`src/rtl/spmf_pkg.sv`:
```
// Shared types, codes and sizes of the strict-priority multi-level queue.
package spmf_pkg;

    localparam int DATA_WIDTH   = 8;
    localparam int FUNC_W       = 2;
    localparam int PRIO_W       = 4;
    localparam int STATUS_W     = 2;
    localparam int TOTAL_W      = 7;
    localparam int DEF_LEVELS   = 11;
    localparam int DEF_CAPACITY = 64;
    localparam logic [PRIO_W-1:0] MAX_PRIO_RESET = 4'd10;

    typedef enum logic [FUNC_W-1:0] {
        FUNC_ENQUEUE = 2'd0,
        FUNC_DEQUEUE = 2'd1,
        FUNC_PEEK    = 2'd2,
        FUNC_QUERY   = 2'd3
    } func_t;

    typedef enum logic [STATUS_W-1:0] {
        STATUS_OK       = 2'd0,
        STATUS_BAD_PRIO = 2'd1,
        STATUS_EMPTY    = 2'd2,
        STATUS_FULL     = 2'd3
    } status_t;

    typedef enum logic {
        ST_IDLE = 1'b0,
        ST_EXEC = 1'b1
    } state_t;

    typedef struct packed {
        logic [FUNC_W-1:0]     func;
        logic [DATA_WIDTH-1:0] data_in;
        logic [PRIO_W-1:0]     priority_req;
    } in_item_t;

    typedef struct packed {
        logic [DATA_WIDTH-1:0] data_out;
        logic [STATUS_W-1:0]   status;
        logic                  is_empty;
        logic [TOTAL_W-1:0]    item_total;
    } out_item_t;

endpackage

```
`src/rtl/spmf_ram.sv`:
```
// Generic single-write, single-read RAM with registered read data.
module spmf_ram #(
    parameter int WIDTH = 8,
    parameter int DEPTH = 64
) (
    input  logic                     aclk,
    input  logic                     we,
    input  logic [$clog2(DEPTH)-1:0] waddr,
    input  logic [WIDTH-1:0]         wdata,
    input  logic                     re,
    input  logic [$clog2(DEPTH)-1:0] raddr,
    output logic [WIDTH-1:0]         rdata
);

    logic [WIDTH-1:0] mem [DEPTH];

    always_ff @(posedge aclk) begin
        if (we) begin
            mem[waddr] <= wdata;
        end
        if (re) begin
            rdata <= mem[raddr];
        end
    end

endmodule

```
`src/rtl/strict_priority_multi_fifo.sv`:
```
// Top level of the strict-priority multi-level queue.
//
// Items enter on the s_ channel (valid/ready) as an operation: enqueue a byte
// at a priority level, dequeue, peek, or query. Each item gives exactly one
// result on the m_ channel (valid/ready) with data, status, empty flag and
// the number of items held. Level 0 is served first; within a level order is
// first in, first out. All levels share one linked-list entry store of
// CAPACITY entries kept in two RAMs (data and link).
// The cfg_ channel writes max_priority; write it only while no item is open.
// An item passes through the idle and execute states: the accept in the idle
// state issues the RAM reads, and the execute state takes the registered read
// data and writes back. s_ready is high only in the idle state, so a new
// item is taken only after the current one has written back. A result
// waits in an output register while m_ready is low; the next item may still
// be accepted, and its write-back holds until the waiting result is taken.
// Reset (aresetn low, synchronous) empties all levels, sets max_priority to
// 10 and needs no clearing pass: fresh entries are handed out in order by a
// counter and freed entries are stacked through the link RAM.
module strict_priority_multi_fifo
    import spmf_pkg::*;
#(
    parameter int LEVELS   = DEF_LEVELS,
    parameter int CAPACITY = DEF_CAPACITY
) (
    input  logic              aclk,
    input  logic              aresetn,
    input  logic              s_valid,
    output logic              s_ready,
    input  in_item_t          s_item,
    output logic              m_valid,
    input  logic              m_ready,
    output out_item_t         m_item,
    input  logic              cfg_valid,
    output logic              cfg_ready,
    input  logic [PRIO_W-1:0] cfg_data
);

    localparam int IDX_W = $clog2(CAPACITY);
    localparam int CNT_W = $clog2(CAPACITY + 1);
    localparam int LVL_W = (LEVELS > 1) ? $clog2(LEVELS) : 1;
    localparam logic [CNT_W-1:0] CAP_CNT = CNT_W'(CAPACITY);
    localparam logic [31:0] TOP_LEVEL = 32'(LEVELS - 1);

    state_t state_reg, state_next;
    in_item_t item_reg;
    logic [LVL_W-1:0] lvl_reg;
    logic out_valid_reg, out_valid_next;
    out_item_t out_item_reg, out_item_next;
    logic [IDX_W-1:0] head_reg [LEVELS];
    logic [IDX_W-1:0] tail_reg [LEVELS];
    logic [LEVELS-1:0] nonempty_reg, nonempty_next;
    logic [IDX_W-1:0] free_head_reg, free_head_next;
    logic [CNT_W-1:0] fresh_reg, fresh_next;
    logic [CNT_W-1:0] count_reg, count_next;
    logic [PRIO_W-1:0] max_prio_reg;

    logic accept;
    logic commit;
    logic [LVL_W-1:0] lvl_comb;
    logic [IDX_W-1:0] rd_head;
    logic [IDX_W-1:0] link_raddr;
    logic [DATA_WIDTH-1:0] data_rdata;
    logic [IDX_W-1:0] link_rdata;

    logic data_we;
    logic [IDX_W-1:0] data_waddr;
    logic link_we;
    logic [IDX_W-1:0] link_waddr;
    logic [IDX_W-1:0] link_wdata;

    logic head_we;
    logic [LVL_W-1:0] head_idx;
    logic [IDX_W-1:0] head_wdata;
    logic tail_we;
    logic [IDX_W-1:0] tail_wdata;

    logic [31:0] prio_wide;
    logic [31:0] max_wide;
    logic [31:0] eff_max;
    logic [LVL_W-1:0] prio_idx;
    logic [IDX_W-1:0] new_entry;
    logic [IDX_W-1:0] old_entry;
    logic [31:0] total_wide;

    assign accept    = s_valid && s_ready;
    assign cfg_ready = 1'b1;
    assign m_valid   = out_valid_reg;
    assign m_item    = out_item_reg;

    always_comb begin
        lvl_comb = '0;
        for (int i = LEVELS - 1; i >= 0; i--) begin
            if (nonempty_reg[i]) begin
                lvl_comb = LVL_W'(i);
            end
        end
    end

    assign rd_head    = head_reg[lvl_comb];
    assign link_raddr = (s_item.func == FUNC_ENQUEUE) ? free_head_reg : rd_head;

    spmf_ram #(
        .WIDTH(DATA_WIDTH),
        .DEPTH(CAPACITY)
    ) u_data_ram (
        .aclk (aclk),
        .we   (data_we),
        .waddr(data_waddr),
        .wdata(item_reg.data_in),
        .re   (accept),
        .raddr(rd_head),
        .rdata(data_rdata)
    );

    spmf_ram #(
        .WIDTH(IDX_W),
        .DEPTH(CAPACITY)
    ) u_link_ram (
        .aclk (aclk),
        .we   (link_we),
        .waddr(link_waddr),
        .wdata(link_wdata),
        .re   (accept),
        .raddr(link_raddr),
        .rdata(link_rdata)
    );

    // Next state.
    always_comb begin
        state_next = state_reg;
        case (state_reg)
            ST_IDLE: begin
                if (accept) begin
                    state_next = ST_EXEC;
                end
            end
            ST_EXEC: begin
                if (commit) begin
                    state_next = ST_IDLE;
                end
            end
            default: state_next = ST_IDLE;
        endcase
    end

    // State outputs.
    always_comb begin
        s_ready = 1'b0;
        commit  = 1'b0;
        case (state_reg)
            ST_IDLE: s_ready = 1'b1;
            ST_EXEC: commit = !out_valid_reg || m_ready;
            default: begin
                s_ready = 1'b0;
                commit  = 1'b0;
            end
        endcase
    end

    assign prio_wide = 32'(item_reg.priority_req);
    assign max_wide  = 32'(max_prio_reg);
    assign eff_max   = (max_wide > TOP_LEVEL) ? TOP_LEVEL : max_wide;
    assign prio_idx  = prio_wide[LVL_W-1:0];
    assign new_entry = (fresh_reg != count_reg) ? free_head_reg : fresh_reg[IDX_W-1:0];
    assign old_entry = head_reg[lvl_reg];

    // Operation and write-back.
    always_comb begin
        nonempty_next  = nonempty_reg;
        free_head_next = free_head_reg;
        fresh_next     = fresh_reg;
        count_next     = count_reg;
        data_we        = 1'b0;
        data_waddr     = new_entry;
        link_we        = 1'b0;
        link_waddr     = tail_reg[prio_idx];
        link_wdata     = new_entry;
        head_we        = 1'b0;
        head_idx       = prio_idx;
        head_wdata     = new_entry;
        tail_we        = 1'b0;
        tail_wdata     = new_entry;
        out_item_next  = out_item_reg;
        out_item_next.data_out = '0;
        out_item_next.status   = STATUS_OK;

        case (item_reg.func)
            FUNC_ENQUEUE: begin
                if (prio_wide > eff_max) begin
                    out_item_next.status = STATUS_BAD_PRIO;
                end else if (count_reg == CAP_CNT) begin
                    out_item_next.status = STATUS_FULL;
                end else begin
                    data_we = commit;
                    tail_we = commit;
                    if (fresh_reg != count_reg) begin
                        free_head_next = link_rdata;
                    end else begin
                        fresh_next = fresh_reg + 1'b1;
                    end
                    if (nonempty_reg[prio_idx]) begin
                        link_we = commit;
                    end else begin
                        head_we = commit;
                        nonempty_next[prio_idx] = 1'b1;
                    end
                    count_next = count_reg + 1'b1;
                end
            end
            FUNC_DEQUEUE, FUNC_PEEK: begin
                if (nonempty_reg == '0) begin
                    out_item_next.status = STATUS_EMPTY;
                end else begin
                    out_item_next.data_out = data_rdata;
                    if (item_reg.func == FUNC_DEQUEUE) begin
                        head_idx = lvl_reg;
                        if (old_entry == tail_reg[lvl_reg]) begin
                            nonempty_next[lvl_reg] = 1'b0;
                        end else begin
                            head_we    = commit;
                            head_wdata = link_rdata;
                        end
                        link_we        = commit;
                        link_waddr     = old_entry;
                        link_wdata     = free_head_reg;
                        free_head_next = old_entry;
                        count_next     = count_reg - 1'b1;
                    end
                end
            end
            default: begin
                out_item_next.status = STATUS_OK;
            end
        endcase

        total_wide = 32'(count_next);
        out_item_next.is_empty   = (count_next == '0);
        out_item_next.item_total = total_wide[TOTAL_W-1:0];

        out_valid_next = out_valid_reg;
        if (commit) begin
            out_valid_next = 1'b1;
        end else if (m_ready) begin
            out_valid_next = 1'b0;
        end
    end

    always_ff @(posedge aclk) begin
        if (!aresetn) begin
            state_reg     <= ST_IDLE;
            out_valid_reg <= 1'b0;
            nonempty_reg  <= '0;
            free_head_reg <= '0;
            fresh_reg     <= '0;
            count_reg     <= '0;
            max_prio_reg  <= MAX_PRIO_RESET;
        end else begin
            state_reg     <= state_next;
            out_valid_reg <= out_valid_next;
            if (commit) begin
                nonempty_reg  <= nonempty_next;
                free_head_reg <= free_head_next;
                fresh_reg     <= fresh_next;
                count_reg     <= count_next;
            end
            if (cfg_valid) begin
                max_prio_reg <= cfg_data;
            end
        end
    end

    always_ff @(posedge aclk) begin
        if (accept) begin
            item_reg <= s_item;
            lvl_reg  <= lvl_comb;
        end
        if (commit) begin
            out_item_reg <= out_item_next;
        end
        if (head_we) begin
            head_reg[head_idx] <= head_wdata;
        end
        if (tail_we) begin
            tail_reg[prio_idx] <= tail_wdata;
        end
    end

endmodule
```
`config.mk`:
```
export PLATFORM = sky130hd
export DESIGN_NAME = strict_priority_multi_fifo
export DESIGN_NICKNAME = d
export VERILOG_FILES = /design/src/rtl/spmf_pkg.sv /design/src/rtl/spmf_ram.sv /design/src/rtl/strict_priority_multi_fifo.sv
export SDC_FILE = /design/constraint.sdc
export NUM_CORES = 2
export LEC_CHECK = 0
export BUFFER_PORTS_ARGS = -buffer_cell sky130_fd_sc_hd__buf_4
export CORE_MARGIN = 5
export CORE_UTILIZATION = 50
export CTS_BUF_LIST = sky130_fd_sc_hd__clkbuf_8
export CTS_CLUSTER_SIZE = 12
export DETAILED_ROUTE_END_ITERATION = 10
export MAX_ROUTING_LAYER = met4
export PLACE_DENSITY_LB_ADDON = 0.25
export SLEW_MARGIN = 20
export SYNTH_ARGS = -nofsm -noshare
export SYNTH_HDL_FRONTEND = slang
export SYNTH_SLANG_ARGS = --single-unit
```
`constraint.sdc`:
```
create_clock -name aclk -period 5.1 [get_ports aclk]
set_input_delay 1.02 -clock aclk [delete_from_list [all_inputs] [get_ports aclk]]
set_output_delay 1.02 -clock aclk [all_outputs]
set_load 0.03 [all_outputs]
```
* Word-level counts from Yosys, hierarchy flattened
Memories as Yosys holds them, arrays and structs flattened. A register that Yosys moved wholly into a read port is not among the register bits.
Cells that the tools add are included.
** Cells by class
- Add/sub/neg operators :: 3
- Magnitude comparators :: 6
- Equality and inequality tests :: 12
- Multiplexer cells :: 87
- Bitwise logic cells :: 8
- Reduce and logical (&&, ||, !) cells :: 16
** Operators with widths (number)
- 2-to-1 mux 6 bit :: 17
- 2-to-1 mux 4 bit :: 18
- 2-to-1 mux 11 bit :: 6
- 2-to-1 mux 1 bit :: 29
- 2-to-1 mux 7 bit :: 4
- one-hot mux 11 bit (2 select lines) :: 1
- adder 7 x 1 -> 7 bit (second input constant) :: 2
- != test 2 bit (second input constant) :: 7
- one-hot mux 7 bit (2 select lines) :: 1
- one-hot mux 6 bit (2 select lines) :: 1
- AND 11 bit :: 1
- logical NOT 11 bit :: 1
- NOT 11 bit :: 1
- OR 11 bit :: 1
- less-than comparator 4 x 5 -> 1 bit (second input constant) :: 2
- demux 1 bit (select 4 bit) :: 2
- greater-or-equal comparator 4 x 1 -> 1 bit (second input constant) :: 2
- AND reduction 8 bit :: 1
- == test 7 bit (second input constant) :: 1
- logical NOT 7 bit :: 1
- != test 7 bit :: 1
- AND reduction 7 bit :: 1
- subtractor 7 x 1 -> 7 bit (second input constant) :: 1
- == test 6 bit :: 1
- other kinds (16) :: 29
** Storage, ports and cells
- Bits in registers :: 73
- Bits in writable memories :: 1028
- Output and inout port bits :: 21
- Word-level logic and storage cells :: 151
- Memories kept :: 4
** Memories
- u_data_ram.mem :: words 64, width 8, rd ports 1, clocked after memory_dff 1, wr ports 1, RTL line spmf_ram.sv:15 : logic [WIDTH-1:0] mem [DEPTH];
- u_link_ram.mem :: words 64, width 6, rd ports 1, clocked after memory_dff 1, wr ports 1, RTL line spmf_ram.sv:15
- head_reg :: words 11, width 6, rd ports 2, clocked after memory_dff 1, wr ports 1, RTL line strict_priority_multi_fifo.sv:49 : logic [IDX_W-1:0] head_reg [LEVELS];
- tail_reg :: words 11, width 6, rd ports 2, clocked after memory_dff 2, wr ports 1, RTL line strict_priority_multi_fifo.sv:50 : logic [IDX_W-1:0] tail_reg [LEVELS];

* Depth between registers and ports, before layout
An unclocked memory read counts as a cell.
- Word-level depth :: 13
- Gate-level depth with buffers :: 19
- Depth with buffers taken out :: 15

* Hierarchy
From an unflattened synthesis, not the netlist that was laid out.
** Second synthesis, totals
- Cell total of the unflattened synthesis :: 2636
- Area total of the unflattened synthesis :: 46793.6 um2
** By module, submodules not included
- spmf_ram at u_data_ram :: times used 1, cells each 940, area an instance 20240.7 um2, seq. area each 15615.0 um2
- spmf_ram at u_link_ram :: times used 1, cells each 720, area an instance 15285.9 um2, seq. area each 11711.2 um2
- strict_priority_multi_fifo :: times used 1, cells each 976, area an instance 11267.1 um2, seq. area each 5945.7 um2

* Worst setup path after synthesis
Ideal clock, no wire load.
- Path kind :: register to register
- Start point :: register nonempty_reg[2]
- End point :: memory u_link_ram.mem[0][4] in the netlist's numbering, data pin
- Library setup time :: 0.549 ns
- Arrival :: 4.276 ns
- Data required time :: 4.551 ns
- Path slack :: 0.275 ns
- Stages on the path, launching flop included :: 12
- Period minus slack after synthesis :: 4.825 ns
- Cells stage by stage :: dfxtp_1 buf_6 nor4_1 nand3_1 and2_1 nand2_1 clkbuf_1 buf_1 buf_1 buf_1 nor2_1 a21oi_1
** Between the ends
- Cells in the longest elaborated chain, start to end :: 3
** Ends and longest elaborated chain
- start: declaration :: RTL line strict_priority_multi_fifo.sv:51 : logic [LEVELS-1:0] nonempty_reg, nonempty_next;
- start signal: assignment :: RTL line strict_priority_multi_fifo.sv:261 : nonempty_reg <= nonempty_next;
- logical NOT 11 bit :: RTL line strict_priority_multi_fifo.sv:211 : if (nonempty_reg == '0) begin
- 2-to-1 mux 6 bit :: RTL line strict_priority_multi_fifo.sv:211
- 2-to-1 mux 6 bit :: RTL line strict_priority_multi_fifo.sv:187 : case (item_reg.func)
- via link_wdata[4] :: RTL line strict_priority_multi_fifo.sv:69 : logic [IDX_W-1:0] link_wdata;
- end: declaration :: RTL line spmf_ram.sv:15
The timed path passes the listed nets, and every way through them passes these cells.

* Worst setup path after layout
- Start point :: register nonempty_reg[5]
- End point :: register u_link_ram.rdata[2] (read register of u_link_ram.mem), data pin
** Between the ends
- Cells in the longest elaborated chain, start to end :: 8
** Ends and longest elaborated chain
- 2-to-1 mux 4 bit (6 in a row) :: RTL line strict_priority_multi_fifo.sv:93 : if (nonempty_reg[i]) begin
- memory (11 x 6 bit)
- 2-to-1 mux 6 bit :: RTL line strict_priority_multi_fifo.sv:100 : assign link_raddr = (s_item.func == FUNC_ENQUEUE) ? free_head_reg : rd_head;
- end: declaration :: RTL line spmf_ram.sv:12 : output logic [WIDTH-1:0] rdata
No other way between the ends.
A chain may end at the register's enable or synchronous reset.

==> key figures <==
Outcome
  • Outcome: finished clean

Worst setup path
  • Critical Path Fanout Max: 9
  • Crit path launch: nonempty_reg[5]
  • Crit-path max cell delay: 0.64 ns
  • Critical path required time: roughly 5.7 ns
  • CP top delay family: compound AO/OA/AOI/OAI gates
  • Critical path class: register to register
  • Cells along the critical path: inv_1 > a221oi_4 > o21ai_2 > inv_2 > buf_4 > mux2i_1 > a2111oi_1 > nor3_2 > nor2b_1 > buf_4 > a21o_1 > buf_4 > a211oi_1 > a31oi_1 > a221oi_1 > a21boi_1
  • Critical path's slowest cell: a2111oi_1
  • WP buf/inv: 5
  • Worst reg2reg path startpoint: nonempty_reg[5]
  • Critical Path Sink Type: register
  • Critical Path AT: 5.47 ns
  • Startpoint types: register
  • CP dominant cell by count: buf_4

STA
  • Unrepaired setup endpoints after global routing: no
  • Final Cycle Share: 0.9580
  • Setup TNS: 0 ns
  • Fin. max-slew vios: 0
  • Hold WS: between 0.3 and 0.4 ns
  • Minimum clock period: roughly 4.9 ns
  • Clock skew: 0.05456 ns
  • Setup-failing EPs final: 0
  • Max Freq: just over 200 MHz
  • Worst slew pin tran: 1.105 ns
  • Final hold vios: 0
  • Slew HR: 0.2631

Logic synthesis
  • Avg Synthesized Cell Area: ~13 µm²
  • Syn Nets: 3721
  • Mapped cell area: 47710 µm²
  • Sequential area share after synthesis: 0.6974
  • YS warnings: 0
  • Mapped Cells: about 3700
  • Synth cell types: between 70 and 80
  • Mux contribution to synthesized area: 0.05704
  • Prevailing post-synth register cell: edfxtp_1
  • Complex-gate fraction of the synthesized area: 0.07580
  • Number of synthesized flops with an enable pin: 1078
  • Synth Area in Adders: 0.002885
  • Fraction of registers with async set/reset: 0
  • Area share of and/or/nand/nor cells after synthesis: 0.1396
  • Main combinational cell family by area after synthesis: simple AND/OR/NAND/NOR gates
  • Synthesized flop and latch total: approximately 1100
  • XOR/XNOR Fraction of Synth Area: 0.003855

Pwr
  • P_leak: a little under 20 nW
  • Max rail drop VDD: around 240 µV
  • PwrDens: roughly 350 nW/µm²

Detailed routing
  • Routed len/inst: 24.20 µm
  • Detail Route Antenna Nets: 0
  • First-pass detailed-route iteration total: 6
  • Remaining DRCs: 0
  • 1st-iter DRT viols: about 4000
  • Vias per cell: 5.976
  • Drt total wl: between 100000 and 150000 µm
  • Vias: 31602

Cells and area
  • Layout area overhead: 12.70%
  • Design Area, Final: 53770 µm²
  • Largest registers: u_data_ram.mem: 512 flops, u_link_ram.mem: 384 flops
  • Largest Register: u_data_ram.mem
  • Most common cell after layout, fill and taps aside: edfxtp_1
  • Commonest non-fill, non-tap cells in the layout: edfxtp_1, nand2_1, nor2_1, nand3_1, buf_4
  • Max reg flops: between 500 and 600
  • Layout Nets: 3912
  • Share of cells above drive strength 1: 0.1403

Place
  • HPWL Detailed: roughly 80000 µm
  • DP Area: ~50000 µm²
  • Port buffer count: 42
  • GPL Wtd Cong: between 0.9 and 1

Global route
  • Total gr overflow: 0
  • Initial antenna violation count: 3
  • Vias in the first global route: 30421
  • First-pass GRT wire length: 191600 µm
  • All-Layer GR Usage: 0.2534
  • Pin count of the biggest net entering global routing: 100

Die
  • Starting Density: 0.5029
  • Die Height: 318.9 µm
  • # IOs: 44
  • Core ar.: roughly 95000 µm²
  • Die width: roughly 320 µm
  • Die footprint: slightly above 100000 µm²
  • Core Rows: ~110

Clock network
  • H-tree depth: 4
  • CTS clk-pin slew, worst paths: about 0.070 ns
  • Clock root cell: clkbuf_8
  • CTS tree: built
  • Post-CTS setup repair buffer count: 0
  • Clk Latency, worst-skew pair: ~0.9 ns
  • Num CTS Buffers: between 150 and 200
  • Clk buf depth: 3
  • CTS Sinks: between 1000 and 1500

Min path
  • Worst min-delay path class: input pin to register
  • HP Start: s_item[10]

Flow run
  • Number of max-cap violations: 0
==> cell type report <==
type / count / area, µm²
well taps: 1265 / 1583
inverters: 33 / 123.9
clock inverters: 139 / 747.0
clock buffers: 188 / 2587
diodes: 2 / 5.005
repair buffers: 234 / 1944
flip-flops and latches: 1123 / 33270
fillers: 7657 / 41100
multi-input cells: 2304 / 13500
==> power by group <==
| group | internal (mW) | switching [mW] | total (mW) |
|---|---|---|---|
| Combinational | 0.461 | 0.950 | 1.41 |
| Sequential | 10.1 | 0.0700 | 10.2 |
| Clock | 3.60 | 3.64 | 7.24 |
==> cell families after synthesis <==
| group | count (synthesis) |
|---|---|
| xor+xnor | 21 |
| simple gates | 1538 |
| compound gates | 519 |
| fa+ha+maj | 11 |
| buf+inv | 260 |
| mux | 214 |
| other cells | 1 |
| flops | 1123 |
==> timing repair <==
| item | in CTS | in global routing |
|---|---|---|
| gates resized for setup | 0 | 1 |
| endpoints found under the setup margin | 0 | 1 |
| hold endpoints to repair | 0 | 0 |
| hold buffers | 0 | 0 |
==> per-stage QoR <==
stage | setup slack (ns) | std cells | util | total power, mW
6_report | 0.2140 | 5288 | 0.5667 | 18.86
5_1_grt | 0.1238 | 5287 | 0.5667 | 19.52
4_1_cts | 0.2917 | 5286 | 0.5666 | 18.96
3_5_place_dp | 0.3006 | 4959 | 0.5314 | 11.80
3_3_place_gp | 0.3005 | 4959 | 0.5314 | 11.78
2_1_floorplan | 0.2752 | 3687 | - | 11.24
==> Yosys cell counts, types with 38 or more instances <==
| cell | instances | area, µm² |
|---|---|---|
| mux2i_1 | 147 | 1471 |
| a31oi_1 | 52 | 325.3 |
| and3_1 | 71 | 444.2 |
| nor2_1 | 338 | 1269 |
| nand3_1 | 244 | 1221 |
| o21ai_0 | 76 | 380.4 |
| nand2_1 | 727 | 2729 |
| mux4_2 | 44 | 991.0 |
| clkbuf_1 | 123 | 461.7 |
| a21oi_1 | 89 | 445.4 |
| dfxtp_1 | 45 | 900.9 |
| o211ai_1 | 47 | 352.8 |
| edfxtp_1 | 1078 | 32370 |
| buf_2 | 76 | 380.4 |
| a311oi_1 | 38 | 332.8 |
| a211oi_1 | 40 | 300.3 |
==> routing by layer <==
metal,part of all wire,track usage,vias to the layer above
met2,0.47,0.3878,1587
met3,0.084,0.04845,286
met4,0.037,0.08829,0
li1,-,-,14149
met5,0,-,-
met1,0.41,0.3448,15580
==> worst register-to-register path, delay by kind of cell, from the launching register on <==
| kind | cells | cell delay (ns) |
|---|---|---|
| AND/OR/NAND/NOR | 2 | 0.37 |
| multiplexers | 1 | 0.09 |
| buffers and inverters | 5 | 0.97 |
| AO/OA/AOI/OAI | 8 | 2.74 |
| flip-flops | 1 | 0.44 |
==> final timing paths <==
path,slack (ns),cells after the start,endpoint
setup / recovery,0.21,16,u_link_ram.rdata[2]
hold / removal,0.33,1,item_reg[10]
setup reg to reg,0.21,16,u_link_ram.rdata[2]
hold reg to reg,0.51,2,fresh_reg[6]
Power figures use the tool's default switching activity.
